**config.mk**
```make
export PLATFORM = sky130hd
export DESIGN_NAME = mi3_merge
export DESIGN_NICKNAME = d
export VERILOG_FILES = /design/src/rtl/core/mi3_pkg.sv /design/src/rtl/core/mi3_merge.sv
export SDC_FILE = /design/constraint.sdc
export NUM_CORES = 1
export LEC_CHECK = 0
export ABC_AREA = 1
export ABC_CLOCK_PERIOD_IN_PS = 5250
export BUFFER_PORTS_ARGS = -buffer_cell sky130_fd_sc_hd__buf_2
export CAP_MARGIN = 20
export CORE_AREA = 2 2 298 300
export CTS_CLUSTER_SIZE = 20
export DETAILED_ROUTE_END_ITERATION = 8
export DIE_AREA = 0 0 300 302
export PLACE_DENSITY = 0.61
export SETUP_SLACK_MARGIN = 0.15
export SLEW_MARGIN = 20
export SYNTH_ARGS = -nofsm -noshare
export SYNTH_HDL_FRONTEND = slang
export SYNTH_SLANG_ARGS = --single-unit
```
**constraint.sdc**
```tcl
create_clock -name clk -period 5.25 [get_ports clk]
set_clock_uncertainty 0.05 [all_clocks]
set_input_delay 0.7875 -clock clk [delete_from_list [all_inputs] [get_ports clk]]
set_output_delay 0.7875 -clock clk [all_outputs]
set_load 0.02 [all_outputs]
```
**src/rtl/core/mi3_pkg.sv**
```systemverilog
`timescale 1ns / 1ps
`default_nettype none
// ----------------------------------------------------------------------------
// mi3_pkg
// Shared widths, payload types and inter-stage structs for the 3x3 inverse.
// ----------------------------------------------------------------------------
package mi3_pkg;

  localparam int IN_W     = 16;
  localparam int OUT_W    = 32;
  localparam int IN_FRAC  = IN_W / 2;
  localparam int OUT_FRAC = OUT_W / 2;
  localparam int PROD_W   = 2 * IN_W;
  localparam int COF_W    = 2 * IN_W + 1;
  localparam int COFM_W   = 2 * IN_W;
  localparam int DP_W     = IN_W + COF_W;
  localparam int DET_W    = 3 * IN_W + 3;
  localparam int DMAG_W   = DET_W - 1;
  localparam int FRAC_SH  = IN_FRAC + OUT_FRAC + 1;
  localparam int N_W      = COFM_W + FRAC_SH + 1;
  localparam int D_W      = DMAG_W + 1;
  localparam int LANES    = 9;
  localparam int FRONT_STAGES = 6;
  localparam int LATENCY  = FRONT_STAGES + OUT_W + 2;

  typedef struct packed {
    logic signed [IN_W-1:0] in_r0_c0;
    logic signed [IN_W-1:0] in_r1_c0;
    logic signed [IN_W-1:0] in_r2_c0;
    logic signed [IN_W-1:0] in_r0_c1;
    logic signed [IN_W-1:0] in_r1_c1;
    logic signed [IN_W-1:0] in_r2_c1;
    logic signed [IN_W-1:0] in_r0_c2;
    logic signed [IN_W-1:0] in_r1_c2;
    logic signed [IN_W-1:0] in_r2_c2;
  } matrix_t;

  typedef struct packed {
    logic signed [OUT_W-1:0] out_r0_c0;
    logic signed [OUT_W-1:0] out_r1_c0;
    logic signed [OUT_W-1:0] out_r2_c0;
    logic signed [OUT_W-1:0] out_r0_c1;
    logic signed [OUT_W-1:0] out_r1_c1;
    logic signed [OUT_W-1:0] out_r2_c1;
    logic signed [OUT_W-1:0] out_r0_c2;
    logic signed [OUT_W-1:0] out_r1_c2;
    logic signed [OUT_W-1:0] out_r2_c2;
    logic                    singular;
  } inverse_t;

  // per-lane operands from the front end
  typedef struct packed {
    logic [COFM_W-1:0]      kmag;
    logic                   kneg;
    logic signed [IN_W-1:0] entry;
  } lane_in_t;

  // determinant info shared by all lanes
  typedef struct packed {
    logic              valid;
    logic              dneg;
    logic              singular;
    logic [DMAG_W-1:0] dmag;
  } shared_t;

  typedef struct packed {
    logic                   valid;
    logic                   neg;
    logic                   ovf;
    logic [OUT_W-1:0]       q;
    logic                   singular;
    logic signed [IN_W-1:0] entry;
  } lane_out_t;

endpackage
`default_nettype wire

```
**src/rtl/core/mi3_merge.sv**
```systemverilog
`timescale 1ns / 1ps
`default_nettype none
// ----------------------------------------------------------------------------
// mi3_merge
// Saturates the nine quotients, selects pass-through on a singular matrix
// and registers the result.
// ----------------------------------------------------------------------------
module mi3_merge (
  input  logic               clk,
  input  logic               rst,
  input  mi3_pkg::lane_out_t lane_out [mi3_pkg::LANES],
  output logic               done,
  output mi3_pkg::inverse_t  inverse
);
  import mi3_pkg::*;

  logic [OUT_W-1:0] val [LANES];

  for (genvar l = 0; l < LANES; l++) begin : g_sat
    logic [OUT_W-1:0] lim;
    logic [OUT_W-1:0] mag;
    logic [OUT_W-1:0] pass;
    always_comb begin
      lim  = lane_out[l].neg ? {1'b1, {(OUT_W-1){1'b0}}} : {1'b0, {(OUT_W-1){1'b1}}};
      mag  = (lane_out[l].ovf || lane_out[l].q > lim) ? lim : lane_out[l].q;
      pass = OUT_W'(lane_out[l].entry) << (OUT_FRAC - IN_FRAC);
      if (lane_out[l].singular) begin
        val[l] = pass;
      end else begin
        val[l] = lane_out[l].neg ? -mag : mag;
      end
    end
  end

  always_ff @(posedge clk) begin
    if (rst) begin
      done <= 1'b0;
    end else begin
      done <= lane_out[0].valid;
    end
  end

  always_ff @(posedge clk) begin
    inverse.out_r0_c0 <= val[0];
    inverse.out_r1_c0 <= val[1];
    inverse.out_r2_c0 <= val[2];
    inverse.out_r0_c1 <= val[3];
    inverse.out_r1_c1 <= val[4];
    inverse.out_r2_c1 <= val[5];
    inverse.out_r0_c2 <= val[6];
    inverse.out_r1_c2 <= val[7];
    inverse.out_r2_c2 <= val[8];
    inverse.singular  <= lane_out[0].singular;
  end

endmodule
`default_nettype wire
```
==> flow_summary.yaml <==
floorplan:
  num_rows: 109
  dieArea_sq_um: 90600
  die_x_microns: 300
  start_util: 0.312
  io_pins: 760
  core_sq_um: 87600
  die_h_microns: 302
cts:
  cts_tree: "done"
  htree_levels: 2
  cts-hold-fix-buffers: 0
  cts_made_buffers: 39
  cts.sinks: 290
  ctsResizeCount: 0
  clk_path_buf_depth: 3
  post_cts_buffers: 0
  cts_root_buffer: "clkbuf_16"
  path_clk_slew_ns: 0.06
synth:
  syn_nets: 5184
  synth_cell_types: 48
  ys_seq_elements: 290
  synth_ff_type: "dfxtp_1"
  ys.warnings.count: 0
  synth_area_sq_um: 27400
  ys_seq_area_frac: 0.212
  syn_inst: 4417
  async_reset_ff_frac: 0
  synth_edf_count: 0
  synth.avg_cell_area_sq_um: 6.19
sta:
  finalCritPeriodShare: 0.788
  max_freq_mhz: 242
  drv_slew: 0
  setup_tns_ns: 0
  slew-limit-headroom: 0.402
  period_minus_slack_ns: 4.14
  finalHoldViolations: 0
  setup_viol: 0
  worstMarginPinSlew_ns: 0.892
  rsz0062_at_grt: "no"
routing:
  drt_pass1_iterations: 6
  drt_iter0_drc: 2569
  wl_per_cell_microns: 17.3
  ant_nets: 0
  wl_microns: 109000
  vias: 32200
  viasPerCell: 5.11
  drcViolationCount: 0
final_layout:
  mostFrequentLayoutCells: "nand2_1 (1289), buf_2 (751), nand3_1 (743), nor2_1 (385), inv_1 (356)"
  nNetsFinal: 5858
  layout-drive-gt1-share: 0.206
  fin_cells: 6297
  final_util: 0.383
  layout_commonest_cell: "nand2_1"
  area_delta_synth_final_pct: 22.4
worst_hold_path:
  hp-start: "rst"
  holdPathStages: 2
  whs_endpoint: "done"
  hold_path_class: "in -> reg"
grt:
  grt_max_degree: 60
  grt_use_total: 0.232
  antenna_found_initial: 21
  first_global_vias: 29800
  grt_overflow_total: 0
  grt_first_pass_wirelength_microns: 167000
placement:
  portBuffers: 751
  place_congestion: 0.947
  dp_cells: 6215
  dp_hpwl_microns: 89400
worst_setup_path:
  critical_path_buf_inv_count: 3
  critPathRequiredTime_ns: 5.62
  crit_arrival_ns: 4.51
  crit_type: "in -> reg"
  crit_path_start_kind: "primary input"
  max_stage_delay_ns: 0.41
  path_cells: "buf_2 -> buf_4 -> ha_1 -> a21oi_1 -> o21ai_0 -> a21oi_1 -> nand2_1 -> nand2_1 -> nand2_1 -> nand2_2 -> nand2_2 -> nand2_4 -> nand2_1 -> inv_1 -> ha_1 -> nand2_1 -> nor2_1 -> nand3_1 -> nand2_1 -> nand2_1 -> o21ai_0 -> o21ai_0"
  cp_max_fo: 26
  slowest_stage: "o21ai_0"
  worst_path_dominant_cell_family: "simple AND/OR/NAND/NOR gates"
  crit_top_cell: "nand2_1"
  cp-end-kind: "flop"
run_status:
  status: "finished, final reports clean"
power:
  ir_drop_mv: 0.277
  powerDensity_nw_per_um2: 259
  p_leak_nw: 18.2
run:
  cap_violations: 0
[per-layer routing]
metal,share of wire,track usage
met2,0.46,0.387
met4,0.039,0.0950
met3,0.066,0.0383
met1,0.43,0.297
met5,0.0010,0
[sequential cells by signal, indices dropped and copies added (netlist names)]
| register | flops |
|---|---|
| done | 1 |
| inverse | 289 |
[report_power, final]
part | switching [mW] | internal (mW)
Combinational | 2.20 | 1.03
Sequential | 0.0706 | 2.44
Clock | 1.13 | 1.81
Total | 3.41 | 5.27
[cell type report]
class / instances / area, sq um
Sequential cell: 290 / 5810
Clock inverter: 21 / 282
Clock buffer: 49 / 1120
Multi-Input combinational cell: 3583 / 19200
Antenna cell: 12 / 30.0
Inverter: 383 / 1440
Tap cell: 1165 / 1460
Timing Repair Buffer: 794 / 4120
Fill cell: 9711 / 54100
[how the worst max path moves through the flow]
stage / from / to / slack, ns / depth (start not counted)
finish: lane_out[102] / inverse[51] / 1.11 / 22
detailed placement: lane_out[102] / inverse[51] / 0.60 / 22
CTS: lane_out[102] / inverse[51] / 1.24 / 22
floorplan: lane_out[154] / inverse[95] / 1.05 / 24
global placement: lane_out[102] / inverse[51] / 0.65 / 22
global route: lane_out[102] / inverse[51] / 0.68 / 22
[through the flow]
step	power, mW	setup slack (ns)	hold WS [ns]	area [sq um]
after floorplan	4.68	1.05	0.765	27400
after global placement	5.73	0.654	0.905	32100
after detailed placement	5.76	0.596	0.901	32100
after CTS	8.75	1.24	0.248	33500
after global routing	9.24	0.679	0.282	33500
final	8.68	1.11	0.307	33500
[Yosys cell counts (23+ instances only)]
cell | instances | area, sq um
nor2_1 | 385 | 1450
nand3_1 | 743 | 3720
ha_1 | 297 | 3720
o211ai_1 | 33 | 248
nand3_2 | 36 | 360
o21ai_0 | 203 | 1020
nand2_1 | 1289 | 4840
buf_1 | 23 | 86.3
nand3b_1 | 28 | 210
inv_1 | 356 | 1340
o21ai_1 | 63 | 315
dfxtp_1 | 290 | 5810
clkbuf_1 | 68 | 255
buf_2 | 34 | 170
nand2_2 | 47 | 294
a21oi_1 | 176 | 881
a31oi_1 | 38 | 238
nor2_2 | 24 | 150
nand4_1 | 73 | 457
[logic make-up (layout without fill, tap and decap cells)]
family,count (synthesis),in the layout,share of synthesized area
AND/OR/NAND/NOR,2701,2701,0.446
AO/OA/AOI/OAI,585,585,0.122
buffers and inverters,544,1247,0.0843
flip-flops,290,290,0.212
other,0,12,0
adder cells (fa/ha/maj),297,297,0.136
(Power assumes the default switching activity.)
